$ cat src/rtl/ptc_pkg.sv
// Shared types, constants and helper functions of the compensation block.
`timescale 1ns / 1ps
package ptc_pkg;

    localparam int RAW_W     = 20;
    localparam int WORD_W    = 32;
    localparam int WIDE_W    = 64;
    localparam int ADDR_W    = 5;
    localparam int DIV_STAGES = 64;

    localparam logic [WIDE_W-1:0] FINE_OFFSET = 64'd128000;
    localparam logic [WIDE_W-1:0] P_BASE      = 64'd1048576;
    localparam logic [WIDE_W-1:0] PRESS_SCALE = 64'd3125;
    localparam logic [WIDE_W-1:0] HALF_RANGE  = 64'd1 << 47;
    localparam int P4_SHIFT  = 35;
    localparam int P1_SHIFT  = 33;
    localparam int P5_SHIFT  = 17;
    localparam int P2_SHIFT  = 12;
    localparam int NUM_SHIFT = 31;

    // Register indexes on the configuration port.
    typedef enum logic [1:0] {
        REG_TEMP_CAL   = 2'd0,
        REG_PRESS_LOW  = 2'd1,
        REG_PRESS_HIGH = 2'd2,
        REG_COEFF_NINE = 2'd3
    } reg_idx_t;

    // Per-transaction data that travels alongside the arithmetic.
    typedef struct packed {
        logic [RAW_W-1:0]  raw_p;
        logic [WORD_W-1:0] centi;
        logic [WORD_W-1:0] fine;
        logic              invalid;
    } ctx_t;

    // Sign-extend a 16-bit calibration word to 64 bits.
    function automatic logic [WIDE_W-1:0] sx16(input logic [15:0] v);
        return {{48{v[15]}}, v};
    endfunction

    // Arithmetic right shifts.
    function automatic logic [WORD_W-1:0] asr32(input logic [WORD_W-1:0] x, input int n);
        return WORD_W'($signed(x) >>> n);
    endfunction

    function automatic logic [WIDE_W-1:0] asr64(input logic [WIDE_W-1:0] x, input int n);
        return WIDE_W'($signed(x) >>> n);
    endfunction

endpackage

$ cat src/rtl/ptc_temp.sv
// Temperature polynomial pipeline: five stages from raw reading to fine value.
`timescale 1ns / 1ps
module ptc_temp (
    input  logic                       clk,
    input  logic                       rst_n,
    input  logic                       in_valid,
    input  logic [ptc_pkg::RAW_W-1:0]  raw_p,
    input  logic [ptc_pkg::RAW_W-1:0]  raw_t,
    input  logic [47:0]                temp_cal,
    output logic                       out_valid,
    output ptc_pkg::ctx_t              out_ctx
);
    import ptc_pkg::*;

    logic [WORD_W-1:0] t1, t2, t3;
    logic [4:0]        vld_reg;
    logic [RAW_W-1:0]  rp_reg [0:3];
    logic [WORD_W-1:0] diff_reg, dlt_reg;
    logic [WORD_W-1:0] pa_reg, dd_reg;
    logic [WORD_W-1:0] a_reg, b1_reg;
    logic [WORD_W-1:0] fine_reg;
    logic [WORD_W-1:0] scaled;
    ctx_t              ctx_reg;

    assign t1 = {16'b0, temp_cal[15:0]};
    assign t2 = {{16{temp_cal[31]}}, temp_cal[31:16]};
    assign t3 = {{16{temp_cal[47]}}, temp_cal[47:32]};

    // Valid bits move with the data.
    always_ff @(posedge clk or negedge rst_n)
    begin
        if (!rst_n)
        begin
            vld_reg <= '0;
        end
        else
        begin
            vld_reg <= {vld_reg[3:0], in_valid};
        end
    end

    // Raw pressure rides along for the later stages.
    always_ff @(posedge clk)
    begin
        rp_reg[0] <= raw_p;
        for (int i = 1; i < 4; i++)
        begin
            rp_reg[i] <= rp_reg[i-1];
        end
    end

    // Offset terms, products, scaling and the fine sum, one step per stage.
    always_ff @(posedge clk)
    begin
        diff_reg <= {15'b0, raw_t[19:3]} - {t1[30:0], 1'b0};
        dlt_reg  <= {16'b0, raw_t[19:4]} - t1;
        pa_reg   <= diff_reg * t2;
        dd_reg   <= dlt_reg * dlt_reg;
        a_reg    <= asr32(pa_reg, 11);
        b1_reg   <= asr32(dd_reg, 12) * t3;
        fine_reg <= a_reg + asr32(b1_reg, 14);
    end

    // Hundredths of a degree: (fine * 5 + 128) >> 8.
    assign scaled = {fine_reg[29:0], 2'b0} + fine_reg + 32'd128;

    always_ff @(posedge clk)
    begin
        ctx_reg.raw_p   <= rp_reg[3];
        ctx_reg.fine    <= fine_reg;
        ctx_reg.centi   <= asr32(scaled, 8);
        ctx_reg.invalid <= 1'b0;
    end

    assign out_valid = vld_reg[4];
    assign out_ctx   = ctx_reg;
endmodule

$ cat config.mk
export PLATFORM = sky130hd
export DESIGN_NAME = ptc_temp
export DESIGN_NICKNAME = d
export VERILOG_FILES = /design/src/rtl/ptc_pkg.sv /design/src/rtl/ptc_temp.sv
export SDC_FILE = /design/constraint.sdc
export NUM_CORES = 2
export LEC_CHECK = 0
export ABC_AREA = 1
export BUFFER_PORTS_ARGS = -buffer_cell sky130_fd_sc_hd__buf_4
export CAP_MARGIN = 10
export CORE_MARGIN = 2
export CORE_UTILIZATION = 27
export DETAILED_ROUTE_END_ITERATION = 7
export GPL_ROUTABILITY_DRIVEN = 0
export SLEW_MARGIN = 30
export SYNTH_ARGS = -nofsm -noshare
export SYNTH_HDL_FRONTEND = slang
export SYNTH_SLANG_ARGS = --single-unit
$ cat constraint.sdc
create_clock -name clk -period 7.3 [get_ports clk]
set_input_delay 0.365 -clock clk [delete_from_list [all_inputs] [get_ports clk]]
set_output_delay 0.365 -clock clk [all_outputs]
set_load 0.02 [all_outputs]
==> summary.md <==
| Metric | Value |
|---|---|
| WL final | `roughly 100 mm` |
| Worst path bufs/invs | `6` |
| Endpoint class of the critical path | `flip-flop` |
| DR DRC count | `0` |
| Max FO, Critical Path | `13` |
| 1st-iter DRT viols | `1901` |
| Post-synthesis cell type count | `48` |
| Initial DRT Pass Iterations | `6` |
| Initial Utilization | `27.2%` |
| Final worst path period share | `87.8%` |
| Final #Nets | `between 6000 and 7000` |
| Clk sink count | `271` |
| Die Height | `396 um` |
| CP peak stage delay | `810 ps` |
| H-tree lvl count | `1` |
| #FFs+latches synth | `271` |
| Largest net degree at the start of global routing | `36` |
| Slowest CP cell | `fa_1` |
| Hold Vio Cnt, Final | `0` |
| Avg Cell Area, Syn | `8.05 sq um` |
| Die Area | `between 0.15 and 0.2 sq mm` |
| Post-Syn Nets | `6375` |
| Drt via density | `between 4 and 5` |
| Gate Count Post-Synth | `slightly above 5000` |
| CORE AREA | `0.152 sq mm` |
| Worst hold-check path type | `input pin to async pin` |
| Slew Limit Fails | `0` |
| PortBufs | `172` |
| First-pass GRT wire length | `172 mm` |
| Mapped cell area | `0.0415 sq mm` |
| FP Rows | `143` |
| Worst slew pin tran | `~940 ps` |
| MaxCap Viol Count | `0` |
| Die W | `396 um` |
| CP most frequent cell | `fa_1` |
| Worst-path cell chain | `buf_4, nand2_1, inv_1, fa_1, inv_1, fa_1, inv_1, fa_1, fa_1, fa_1, fa_1, ha_1, nand2_1, nor2_1, inv_1, nor4_1, nand2_1, nand3_1, inv_1, nand2_1, nand2_1` |
| WP data required | `7770 ps` |
| Gr usage total | `a little over an eighth` |
| Post-layout min period | `roughly 6400 ps` |
| # IOs | `177` |
| TritonCTS clock tree | `done` |
| CP arrival | `6880 ps` |
| CTS Buffer Depth | `3` |
| Initial antenna violation count | `5` |
| Layout cells sized above 1 | `under 10%` |
| Status | `finished, final reports clean` |
| Synth warn | `0` |
| Max reg flops | `80` |
| Final clock skew | `between 10 and 15 ps` |
| TritonCTS Buffers | `31` |
| Via count | `31200` |
| RSZ-0062 raised after global routing | `false` |
| Critical path class | `flip-flop to flip-flop` |
| Crit path launch type | `flip-flop` |
| Dominant synthesized flop cell | `dfxtp_1` |
| Post-DRT Antenna Nets | `0` |
| Post-synthesis async set-or-reset flop share | `1.85%` |
| Fillcell total | `16200` |
| Slew margin rel. | `a little under two fifths` |
| Delay-heaviest family, CP | `adder cells` |
| CTS root buffer | `clkbuf_16` |
| Final setup fails | `0` |
| Post-detail-place hpwl | `86.0 mm` |
| Area Overhead vs Synth | `11.4%` |
| Wire per inst | `14.0 um` |
| Fmax | `around 160 MHz` |
| Seq/Total Area, Yosys | `between 10% and 20%` |
| Setup TNS | `0 ps` |
| Total global routing overflow | `0` |
| Vias in the first global route | `between 30000 and 40000` |
| Clock Pin Slew Worst Setup and Hold Paths | `60 ps` |
| Clk Latency, worst-skew pair | `590 ps` |
| Post-synth EDFFs | `0` |
layout by cell type (no fill, tap or decap), drive strengths merged, types with 8 or more instances in the layout:
master       Yosys  final
nand2         1215   1215
a21boi          10     10
xnor2           29     29
o21ai           76     76
fa             816    816
dlygate4sd3      0     24
a21oi          160    160
a21o            18     18
a31oi            8      8
dfxtp          266    266
or2             18     18
nor3            29     29
nor2           216    216
xor2            76     76
nand3b          12     12
o21bai          21     21
nand4           21     21
buf             49    216
clkbuf         130     36
inv           1505   1514
nand3          119    119
ha             320    320
nor4             8      8
synth_stat cells, types with 7 or more instances:
cell	number	area share, %
or2_2	15	0.23
nand3_1	117	1.4
buf_2	9	0.11
a21oi_1	160	1.9
nor4_1	7	0.11
nand4_1	21	0.32
buf_1	18	0.16
a21boi_0	8	0.14
fa_1	816	39
a21o_1	18	0.33
o21bai_1	21	0.38
ha_1	320	9.7
nand2_1	1208	11
o21a_1	7	0.13
nor3_1	26	0.31
buf_4	22	0.40
nor2_1	215	1.9
a31oi_1	8	0.12
nand3b_1	12	0.22
xnor2_1	29	0.61
dfxtp_1	266	13
o21ai_0	71	0.86
clkbuf_1	129	1.2
xor2_1	76	1.6
inv_1	1504	14
timing repair:
action	4_1_cts	5_1_grt
resized for setup	0	0
setup buffers	0	0
endpoints found under the setup margin	0	0
hold buffers	24	0
hold endpoints to repair	28	0
kinds of logic (layout without fill, tap and decap cells):
family	Yosys count	count (layout)	synth area share [%]
buffers and inverters	1685	1803	15.5
AOI/OAI and AO/OA	309	309	4.19
DFF	271	271	13.1
xor gates and xnor gates	105	105	2.22
adders and majority gates	1136	1136	49.1
and+or+nand+nor	1641	1641	15.9
other	1	2	0.00905
final cells by class:
type,instances,area [sq um],share of cell area [%]
flip-flops and latches,271,5450,11.8
diodes,1,2.50,0.00542
clock buffers,36,815,1.76
repair buffers,240,1860,4.03
well taps,2030,2540,5.50
multi-input cells,3192,29600,64.1
clock inverters,21,274,0.593
inverters,1506,5650,12.2
through the flow:
stage | util (%) | hold slack [ps] | setup WS, ps | cell area, sq um | cells
floorplan | - | 69.4 | 1690 | 41500 | 5148
global placement | 29.5 | 166 | 998 | 44800 | 7215
detailed placement | 29.5 | 169 | 959 | 44800 | 7215
CTS | 30.3 | 56.7 | 912 | 46200 | 7296
global route | 30.3 | 65.5 | 433 | 46200 | 7296
finish | 30.3 | 118 | 891 | 46200 | 7297
layer usage:
layer | wire length, um | track usage (%)
met5 | 38 | 0
met4 | 2110 | 2.91
met3 | 6720 | 2.10
met2 | 48100 | 22.7
met1 | 45100 | 18.1
worst paths after layout:
| path | from | end | slack (ps) | cells after the start |
|---|---|---|---|---|
| worst max-delay path | diff_reg[17]$_DFF_P_ | dd_reg[31]$_DFF_P_ | 890 | 21 |
| worst min-delay path | rst_n | vld_reg[1]$_DFF_PN0_ | 120 | 2 |
| worst max register to register | diff_reg[17]$_DFF_P_ | dd_reg[31]$_DFF_P_ | 890 | 21 |
| worst min register to register | rp_reg[2][15]$_DFF_P_ | rp_reg[3][15]$_DFF_P_ | 320 | 0 |
| max in group asynchronous | rst_n | vld_reg[2]$_DFF_PN0_ | 7070 | 2 |
| min in group clk | raw_t[4] | dlt_reg[0]$_DFF_P_ | 120 | 4 |
Power is not shown: default switching activity piles up to over one toggle a cycle in this logic, so the estimate is an artifact.
